<file path="src/rcbp_pkg.sv">
// Shared constants, codes and types for the reference-counted buffer pool.
`default_nettype none

package rcbp_pkg;

    // Default pool size handed to the top level.
    localparam int DEF_BUFFERS = 16;

    // Fixed field widths of the ports and of the reference counters.
    localparam int KIND_W   = 2;
    localparam int INDEX_W  = 4;
    localparam int STATUS_W = 3;
    localparam int COUNT_W  = 8;

    localparam logic [COUNT_W-1:0] COUNT_MAX = '1;

    // Operation codes carried in the kind field.
    localparam logic [KIND_W-1:0] KIND_PUBLISH = 2'd0;
    localparam logic [KIND_W-1:0] KIND_ACQUIRE = 2'd1;
    localparam logic [KIND_W-1:0] KIND_RELEASE = 2'd2;

    // Status codes returned with every result.
    localparam logic [STATUS_W-1:0] STATUS_OK           = 3'd0;
    localparam logic [STATUS_W-1:0] STATUS_EMPTY        = 3'd1;
    localparam logic [STATUS_W-1:0] STATUS_NO_CURRENT   = 3'd2;
    localparam logic [STATUS_W-1:0] STATUS_RELEASE_ZERO = 3'd3;
    localparam logic [STATUS_W-1:0] STATUS_OVERFLOW     = 3'd4;

    // Control sequencer states.
    typedef enum logic [1:0] {
        S_IDLE,
        S_EXEC,
        S_PUB_SET,
        S_DONE
    } state_t;

endpackage

`default_nettype wire

</file>
<file path="src/rcbp_count_ram.sv">
// Reference count memory: registered read, unwritten entries read as zero.
`default_nettype none

module rcbp_count_ram #(
    parameter int DEPTH = rcbp_pkg::DEF_BUFFERS,
    localparam int ADDR_W = $clog2(DEPTH)
) (
    input  wire logic                         aclk,
    input  wire logic                         aresetn,
    input  wire logic                         rd_en,
    input  wire logic [ADDR_W-1:0]            rd_addr,
    output logic      [rcbp_pkg::COUNT_W-1:0] rd_data,
    input  wire logic                         wr_en,
    input  wire logic [ADDR_W-1:0]            wr_addr,
    input  wire logic [rcbp_pkg::COUNT_W-1:0] wr_data
);

    logic [rcbp_pkg::COUNT_W-1:0] mem [DEPTH];
    logic [rcbp_pkg::COUNT_W-1:0] data_reg;
    logic [DEPTH-1:0]             written_reg;
    logic                         hit_reg;

    always_ff @(posedge aclk) begin
        if (wr_en) begin
            mem[wr_addr] <= wr_data;
        end
        if (rd_en) begin
            data_reg <= mem[rd_addr];
        end
    end

    // One written flag per entry stands in for clearing the array at reset.
    always_ff @(posedge aclk) begin
        if (!aresetn) begin
            written_reg <= '0;
            hit_reg     <= 1'b0;
        end else begin
            if (wr_en) begin
                written_reg[wr_addr] <= 1'b1;
            end
            if (rd_en) begin
                hit_reg <= written_reg[rd_addr];
            end
        end
    end

    assign rd_data = hit_reg ? data_reg : '0;

endmodule

`default_nettype wire

</file>
<file path="src/rcbp_link_ram.sv">
// Free stack link memory: registered read, unwritten entries link to the next index.
`default_nettype none

module rcbp_link_ram #(
    parameter int DEPTH = rcbp_pkg::DEF_BUFFERS,
    localparam int ADDR_W = $clog2(DEPTH)
) (
    input  wire logic              aclk,
    input  wire logic              aresetn,
    input  wire logic              rd_en,
    input  wire logic [ADDR_W-1:0] rd_addr,
    output logic      [ADDR_W-1:0] rd_data,
    input  wire logic              wr_en,
    input  wire logic [ADDR_W-1:0] wr_addr,
    input  wire logic [ADDR_W-1:0] wr_data
);

    logic [ADDR_W-1:0] mem [DEPTH];
    logic [ADDR_W-1:0] data_reg;
    logic [ADDR_W-1:0] addr_reg;
    logic [DEPTH-1:0]  written_reg;
    logic              hit_reg;
    logic [ADDR_W-1:0] reset_link;

    always_ff @(posedge aclk) begin
        if (wr_en) begin
            mem[wr_addr] <= wr_data;
        end
        if (rd_en) begin
            data_reg <= mem[rd_addr];
            addr_reg <= rd_addr;
        end
    end

    always_ff @(posedge aclk) begin
        if (!aresetn) begin
            written_reg <= '0;
            hit_reg     <= 1'b0;
        end else begin
            if (wr_en) begin
                written_reg[wr_addr] <= 1'b1;
            end
            if (rd_en) begin
                hit_reg <= written_reg[rd_addr];
            end
        end
    end

    // After reset the stack is chained in index order, wrapping at the last entry.
    assign reset_link = (addr_reg == ADDR_W'(DEPTH - 1)) ? '0 : addr_reg + 1'b1;
    assign rd_data    = hit_reg ? data_reg : reset_link;

endmodule

`default_nettype wire

</file>
<file path="src/refcounted_buffer_pool.sv">
// Top level of the reference-counted buffer pool with its free stack and sequencer.
//
//  Channel  Direction  Handshake            Payload
//  s_       in         s_valid / s_ready    s_kind, s_buffer_index
//  m_       out        m_valid / m_ready    m_granted_buffer, m_writer_buffer, m_status
//
// The accepting edge starts the synchronous read of the count and link memories, the execute
// state updates them, and a successful publish passes through the S_PUB_SET state for a
// second count write that gives the new current buffer its single reference, since the
// count memory has one write port. The result is loaded into the output register from the
// done state once that register is free, and the input is ready again once it is loaded, so
// the block takes no new transaction until the last one's result has been loaded.
// Reset is synchronous and active low; the memories need no clearing pass because each
// entry carries a written flag. A result waiting in the output register does not hold
// up the next transaction until that one's own result is ready to be loaded.
`default_nettype none

module refcounted_buffer_pool #(
    parameter int BUFFERS = rcbp_pkg::DEF_BUFFERS
) (
    input  wire logic                          aclk,
    input  wire logic                          aresetn,
    input  wire logic                          s_valid,
    output logic                               s_ready,
    input  wire logic [rcbp_pkg::KIND_W-1:0]   s_kind,
    input  wire logic [rcbp_pkg::INDEX_W-1:0]  s_buffer_index,
    output logic                               m_valid,
    input  wire logic                          m_ready,
    output logic      [rcbp_pkg::INDEX_W-1:0]  m_granted_buffer,
    output logic      [rcbp_pkg::INDEX_W-1:0]  m_writer_buffer,
    output logic      [rcbp_pkg::STATUS_W-1:0] m_status
);

    localparam int IDX_W  = $clog2(BUFFERS);
    localparam int FCNT_W = $clog2(BUFFERS + 1);
    localparam int WIDE_W = IDX_W + rcbp_pkg::INDEX_W;

    // Sequencer state.
    rcbp_pkg::state_t state_reg, state_next;

    // Latched transaction.
    logic [rcbp_pkg::KIND_W-1:0] kind_reg, kind_next;
    logic [IDX_W-1:0]            idx_reg, idx_next;
    logic                        idx_ok_reg, idx_ok_next;

    // Pool state kept in registers.
    logic [IDX_W-1:0]  cur_reg, cur_next;
    logic              cur_valid_reg, cur_valid_next;
    logic [IDX_W-1:0]  pend_reg, pend_next;
    logic [IDX_W-1:0]  head_reg, head_next;
    logic [FCNT_W-1:0] fcnt_reg, fcnt_next;

    // Result waiting to be loaded into the output register.
    logic [IDX_W-1:0]              res_granted_reg, res_granted_next;
    logic [rcbp_pkg::STATUS_W-1:0] res_status_reg, res_status_next;

    // Output register.
    logic                          m_valid_reg, m_valid_next;
    logic [rcbp_pkg::INDEX_W-1:0]  m_granted_reg, m_granted_next;
    logic [rcbp_pkg::INDEX_W-1:0]  m_writer_reg, m_writer_next;
    logic [rcbp_pkg::STATUS_W-1:0] m_status_reg, m_status_next;

    // Memory ports.
    logic                         mem_rd_en;
    logic [IDX_W-1:0]             cnt_rd_addr;
    logic [rcbp_pkg::COUNT_W-1:0] cnt_q;
    logic                         cnt_wr_en;
    logic [IDX_W-1:0]             cnt_wr_addr;
    logic [rcbp_pkg::COUNT_W-1:0] cnt_wr_data;
    logic [IDX_W-1:0]             link_q;
    logic                         link_wr_en;
    logic [IDX_W-1:0]             link_wr_addr;
    logic [IDX_W-1:0]             link_wr_data;

    // Decoded helpers.
    logic              s_accept;
    logic              out_free;
    logic              pub_ok;
    logic              stack_room;
    logic [WIDE_W-1:0] s_idx_wide;
    logic [WIDE_W-1:0] granted_wide;
    logic [WIDE_W-1:0] writer_wide;

    rcbp_count_ram #(
        .DEPTH(BUFFERS)
    ) u_count_ram (
        .aclk   (aclk),
        .aresetn(aresetn),
        .rd_en  (mem_rd_en),
        .rd_addr(cnt_rd_addr),
        .rd_data(cnt_q),
        .wr_en  (cnt_wr_en),
        .wr_addr(cnt_wr_addr),
        .wr_data(cnt_wr_data)
    );

    // The link read always looks at the stack head so a pop is ready during execution.
    rcbp_link_ram #(
        .DEPTH(BUFFERS)
    ) u_link_ram (
        .aclk   (aclk),
        .aresetn(aresetn),
        .rd_en  (mem_rd_en),
        .rd_addr(head_reg),
        .rd_data(link_q),
        .wr_en  (link_wr_en),
        .wr_addr(link_wr_addr),
        .wr_data(link_wr_data)
    );

    assign s_accept   = s_valid && s_ready;
    assign out_free   = !m_valid_reg || m_ready;
    assign s_idx_wide = {{IDX_W{1'b0}}, s_buffer_index};
    assign stack_room = fcnt_reg < FCNT_W'(BUFFERS);

    // A publish goes ahead unless the stack is empty and the old current buffer
    // does not come free on this very publish.
    assign pub_ok = (fcnt_reg != '0)
                 || (cur_valid_reg && cnt_q == rcbp_pkg::COUNT_W'(1));

    // Next-state logic.
    always_comb begin
        state_next = state_reg;
        case (state_reg)
            rcbp_pkg::S_IDLE: begin
                if (s_accept) begin
                    state_next = rcbp_pkg::S_EXEC;
                end
            end
            rcbp_pkg::S_EXEC: begin
                if (kind_reg == rcbp_pkg::KIND_PUBLISH && pub_ok) begin
                    state_next = rcbp_pkg::S_PUB_SET;
                end else begin
                    state_next = rcbp_pkg::S_DONE;
                end
            end
            rcbp_pkg::S_PUB_SET: begin
                state_next = rcbp_pkg::S_DONE;
            end
            rcbp_pkg::S_DONE: begin
                if (out_free) begin
                    state_next = rcbp_pkg::S_IDLE;
                end
            end
            default: begin
                state_next = rcbp_pkg::S_IDLE;
            end
        endcase
    end

    // Output and datapath logic.
    always_comb begin
        s_ready          = 1'b0;
        mem_rd_en        = 1'b0;
        cnt_rd_addr      = cur_reg;
        cnt_wr_en        = 1'b0;
        cnt_wr_addr      = cur_reg;
        cnt_wr_data      = cnt_q;
        link_wr_en       = 1'b0;
        link_wr_addr     = cur_reg;
        link_wr_data     = head_reg;
        kind_next        = kind_reg;
        idx_next         = idx_reg;
        idx_ok_next      = idx_ok_reg;
        cur_next         = cur_reg;
        cur_valid_next   = cur_valid_reg;
        pend_next        = pend_reg;
        head_next        = head_reg;
        fcnt_next        = fcnt_reg;
        res_granted_next = res_granted_reg;
        res_status_next  = res_status_reg;
        m_valid_next     = m_valid_reg && !m_ready;
        m_granted_next   = m_granted_reg;
        m_writer_next    = m_writer_reg;
        m_status_next    = m_status_reg;
        granted_wide     = {{rcbp_pkg::INDEX_W{1'b0}}, res_granted_reg};
        writer_wide      = {{rcbp_pkg::INDEX_W{1'b0}}, pend_reg};

        case (state_reg)
            rcbp_pkg::S_IDLE: begin
                s_ready     = 1'b1;
                mem_rd_en   = s_accept;
                kind_next   = s_kind;
                idx_next    = s_idx_wide[IDX_W-1:0];
                idx_ok_next = s_idx_wide < WIDE_W'(BUFFERS);
                if (s_kind == rcbp_pkg::KIND_RELEASE) begin
                    cnt_rd_addr = s_idx_wide[IDX_W-1:0];
                end
            end

            rcbp_pkg::S_EXEC: begin
                res_granted_next = '0;
                res_status_next  = rcbp_pkg::STATUS_OK;
                case (kind_reg)
                    rcbp_pkg::KIND_PUBLISH: begin
                        if (!pub_ok) begin
                            res_status_next = rcbp_pkg::STATUS_EMPTY;
                        end else begin
                            // Drop the publisher's reference on the old current buffer.
                            cnt_wr_en   = cur_valid_reg && cnt_q != '0;
                            cnt_wr_addr = cur_reg;
                            cnt_wr_data = cnt_q - 1'b1;
                            if (cur_valid_reg && cnt_q == rcbp_pkg::COUNT_W'(1)
                                    && stack_room) begin
                                // The freed buffer is pushed and popped straight back
                                // as the new writer buffer; the head stays put.
                                link_wr_en   = 1'b1;
                                link_wr_addr = cur_reg;
                                link_wr_data = head_reg;
                                pend_next    = cur_reg;
                            end else begin
                                pend_next = head_reg;
                                head_next = link_q;
                                fcnt_next = fcnt_reg - 1'b1;
                            end
                            cur_next         = pend_reg;
                            cur_valid_next   = 1'b1;
                            res_granted_next = pend_reg;
                        end
                    end
                    rcbp_pkg::KIND_ACQUIRE: begin
                        if (!cur_valid_reg) begin
                            res_status_next = rcbp_pkg::STATUS_NO_CURRENT;
                        end else if (cnt_q == rcbp_pkg::COUNT_MAX) begin
                            res_status_next = rcbp_pkg::STATUS_OVERFLOW;
                        end else begin
                            cnt_wr_en        = 1'b1;
                            cnt_wr_addr      = cur_reg;
                            cnt_wr_data      = cnt_q + 1'b1;
                            res_granted_next = cur_reg;
                        end
                    end
                    rcbp_pkg::KIND_RELEASE: begin
                        if (!idx_ok_reg || cnt_q == '0) begin
                            res_status_next = rcbp_pkg::STATUS_RELEASE_ZERO;
                        end else begin
                            cnt_wr_en   = 1'b1;
                            cnt_wr_addr = idx_reg;
                            cnt_wr_data = cnt_q - 1'b1;
                            if (cnt_q == rcbp_pkg::COUNT_W'(1) && stack_room) begin
                                link_wr_en   = 1'b1;
                                link_wr_addr = idx_reg;
                                link_wr_data = head_reg;
                                head_next    = idx_reg;
                                fcnt_next    = fcnt_reg + 1'b1;
                            end
                        end
                    end
                    default: begin
                        res_status_next = rcbp_pkg::STATUS_OK;
                    end
                endcase
            end

            rcbp_pkg::S_PUB_SET: begin
                // The new current buffer starts with the publisher's single reference.
                cnt_wr_en   = 1'b1;
                cnt_wr_addr = cur_reg;
                cnt_wr_data = rcbp_pkg::COUNT_W'(1);
            end

            rcbp_pkg::S_DONE: begin
                if (out_free) begin
                    m_valid_next   = 1'b1;
                    m_granted_next = granted_wide[rcbp_pkg::INDEX_W-1:0];
                    m_writer_next  = writer_wide[rcbp_pkg::INDEX_W-1:0];
                    m_status_next  = res_status_reg;
                end
            end

            default: begin
                s_ready = 1'b0;
            end
        endcase
    end

    // Control registers.
    always_ff @(posedge aclk) begin
        if (!aresetn) begin
            state_reg     <= rcbp_pkg::S_IDLE;
            cur_reg       <= '0;
            cur_valid_reg <= 1'b0;
            pend_reg      <= '0;
            head_reg      <= IDX_W'(1);
            fcnt_reg      <= FCNT_W'(BUFFERS - 1);
            m_valid_reg   <= 1'b0;
        end else begin
            state_reg     <= state_next;
            cur_reg       <= cur_next;
            cur_valid_reg <= cur_valid_next;
            pend_reg      <= pend_next;
            head_reg      <= head_next;
            fcnt_reg      <= fcnt_next;
            m_valid_reg   <= m_valid_next;
        end
    end

    // Payload registers.
    always_ff @(posedge aclk) begin
        kind_reg        <= kind_next;
        idx_reg         <= idx_next;
        idx_ok_reg      <= idx_ok_next;
        res_granted_reg <= res_granted_next;
        res_status_reg  <= res_status_next;
        m_granted_reg   <= m_granted_next;
        m_writer_reg    <= m_writer_next;
        m_status_reg    <= m_status_next;
    end

    assign m_valid          = m_valid_reg;
    assign m_granted_buffer = m_granted_reg;
    assign m_writer_buffer  = m_writer_reg;
    assign m_status         = m_status_reg;

endmodule

`default_nettype wire

</file>
<file path="config.mk">
export PLATFORM = sky130hd
export DESIGN_NAME = refcounted_buffer_pool
export DESIGN_NICKNAME = d
export VERILOG_FILES = /design/src/rcbp_pkg.sv /design/src/rcbp_count_ram.sv /design/src/rcbp_link_ram.sv /design/src/refcounted_buffer_pool.sv
export SDC_FILE = /design/constraint.sdc
export NUM_CORES = 1
export LEC_CHECK = 0
export BUFFER_PORTS_ARGS = -buffer_cell sky130_fd_sc_hd__clkbuf_2
export CAP_MARGIN = 40
export CORE_MARGIN = 2
export CORE_UTILIZATION = 60
export DETAILED_ROUTE_END_ITERATION = 7
export PLACE_DENSITY = 0.76
export SLEW_MARGIN = 20
export SYNTH_ARGS = -nofsm -noshare
export SYNTH_HDL_FRONTEND = slang
export SYNTH_SLANG_ARGS = --single-unit
</file>
<file path="constraint.sdc">
create_clock -name aclk -period 9.04 [get_ports aclk]
set_input_delay 0.904 -clock aclk [delete_from_list [all_inputs] [get_ports aclk]]
set_output_delay 0.904 -clock aclk [all_outputs]
set_load 0.02 [all_outputs]
</file>
==> qor.csv <==
metric,value,unit
drt_iter0_markers,785,
p_clk_share,34.2,%
peakVddDrop,0.166,mV
htree_levels,1,
setup-violations-final,0,
synth_compound_area_share,9.10,%
post-cts-setup-buffer-count,0,
synth_async_sr_flop_share,0,%
largest_reg_flops,128,
worstSetupStartpointType,flop,
syn-num-nets,953,
syn_area,0.0124,mm²
period_share,39.5,%
reg_top3,"u_count_ram.mem (128), u_link_ram.mem (64)",
num-nets-final,970,
ant_nets,0,
rsz0062_at_grt,no,
switching_share,28.2,%
synth_top_area_cell,edfxtp_1,
post-route-min-period,3570,ps
start_util,61.3,%
post_drt_via_cell_ratio,6.17,
placementRows,52,
cp.arrival,3730,ps
grt_pass1_wl,39700,µm
ys_seq_elements,287,
synth_edf_count,232,
p_leak,5.11,nW
hold_viol,0,
cts_resized,0,
drv_cap,0,
cts_buffers,29,
fp.dieH,148,µm
met1_length,11000,µm
nFillCells,1376,
synth_area_leaders,"edfxtp_1 56%, dfxtp_1 8.9%, mux2i_1 6.5%, mux4_2 4.5%, nand2_1 4.4%",
layout_common_cells,"232 x edfxtp_1, 145 x nand2_1, 77 x mux2i_1",
crit_required,9200,ps
synthSimpleGateAreaFrac,10.9,%
path_max_fanout,26,
die-area,0.0218,mm²
combPwrFrac,17.7,%
synth-seq-area-share,65.1,%
diodes,0,
grt_pass1_vias,7345,
yosys_most_used_dff,edfxtp_1,
power_frac_seq,48.1,%
relSlewSlack,43.8,%
holdWs,421,ps
fp.coreArea,0.0202,mm²
cts.sinks,287,
antenna_found_initial,0,
pin_count,23,
dr_total_vias,7659,
crit_type,flop to flop,
p_switching,0.996,mW
power_density,256,mW/mm²
final_max_slew_viol_count,0,
synth_fa_ha_area_share,1.07,%
status,"complete, no violations",
synth_warnings,0,
largest-register,u_count_ram.mem,
hold_buffers,0,
clkLatencyLatePin,540,ps
clock_path_buffers,3,
met2_length,11900,µm
grtUsageTotal,23.4,%
routed_wl,25300,µm
internal-power,2.53,mW
worst_slack,5470,ps
cts_tree,built,
synth_top_family_by_area,multiplexers,
dr_wl_met3,1970,µm
fmax,0.280,GHz
avgSynthCellArea,13.3,µm²
grt_max_degree,64,
synth.distinct_cells,74,
yosys-mux-area-fraction,11.4,%
routed.top_layer,met4,
wl_per_cell,20.4,µm
cts_root_buf,clkbuf_16,
gp_congestion,0.969,
synth_top_area_share,56.2,%
final_layout_size_suffix_gt1_share,13.6,%
crit_path_end_kind,flop,
finClkSkew,9.78,ps
drc,0,
portBuffers,22,
dr.pass1.iters,7,
dpl.hpwl,16600,µm
setup_tns,0,ps
pre_cts_ws,5570,ps
synthCells,933,
clk_pin_slew_worst_paths,60,ps
grt_overflow,0,
area_growth,11.1,%
layout_commonest_cell,edfxtp_1,
worst_slew_pin_slew,842,ps
synth_xor_area_share,0.424,%
die_w,148,µm
hold_path_class,flop to flop,
==> area by class of cell <==
class | instances | area, µm² | share of cell area [%]
Inverter | 9 | 33.8 | 0.245
Clock inverter | 18 | 173 | 1.25
Sequential cell | 287 | 8070 | 58.6
Multi-Input combinational cell | 585 | 4100 | 29.8
Clock buffer | 35 | 810 | 5.87
Tap cell | 270 | 338 | 2.45
Timing Repair Buffer | 38 | 255 | 1.85
==> critical path: stages, from the launching register on <==
cell and delay, ps:
dfxtp_1 870, or4bb_1 510, o311ai_0 470, a311o_1 340, nand3_1 320, nor2_1 680
==> power by group through the flow <==
| stage | clock network (mW) | registers [mW] | logic [mW] |
|---|---|---|---|
| 3_5_place_dp | 0 | 1.72 | 0.605 |
| 6_report | 1.21 | 1.70 | 0.624 |
| 3_3_place_gp | 0 | 1.72 | 0.581 |
| 5_1_grt | 1.28 | 1.70 | 0.686 |
| 4_1_cts | 1.22 | 1.69 | 0.610 |
| 2_1_floorplan | 0 | 1.67 | 0.459 |
==> cells by family (layout without fill, tap and decap cells) <==
group | after synthesis | in the layout
buffers and inverters | 61 | 100
flip-flops | 287 | 287
XOR/XNOR | 6 | 6
AO/OA/AOI/OAI | 165 | 165
adder cells (fa/ha/maj) | 10 | 10
AND/OR/NAND/NOR | 295 | 295
multiplexers | 109 | 109
==> stage by stage <==
step                std cells  util (%)  area, µm²  power [mW]
finish                   1242      68.1      13800        3.53
global route             1242      68.1      13800        3.67
CTS                      1238      67.9      13700        3.53
detailed placement       1185      63.0      12800        2.33
global placement         1181      62.8      12700        2.30
floorplan                 933         -      12400        2.13
==> cell usage after synthesis, types with 6 or more instances <==
library cell  count
nor2b_1          16
o211ai_1          6
clkbuf_1         34
nand2b_1         14
nor3_1            6
o22ai_1          11
dfxtp_1          55
mux4_2           25
buf_2            11
a21o_1            6
edfxtp_1        232
inv_1             8
mux2i_1          80
nand3_1          32
nor2_1           52
o21ai_0          51
nand2_1         145
ha_1              9
o21a_1           19
a21oi_1          15
a221oi_1          8
==> worst paths after layout <==
check	cells past startpoint	slack, ps	end	start
worst max-delay path	5	5470	u_count_ram.mem[13][4]$_DFFE_PP_	u_count_ram.hit_reg$_SDFFE_PN0P_
worst min-delay path	0	420	m_granted_buffer[2]$_DFFE_PP_	res_granted_reg[2]$_SDFFCE_PN0P_
worst max register to register	5	5470	u_count_ram.mem[13][4]$_DFFE_PP_	u_count_ram.hit_reg$_SDFFE_PN0P_
worst min register to register	0	420	m_granted_buffer[2]$_DFFE_PP_	res_granted_reg[2]$_SDFFCE_PN0P_
==> layer usage <==
layer | GRT usage (%) | vias up
li1 | - | 3556
met1 | 34.5 | 3734
met2 | 36.7 | 326
met3 | 4.01 | 43
met4 | 6.39 | 0
met5 | 0 | -
No activity file was read; power rests on OpenSTA's default activity.
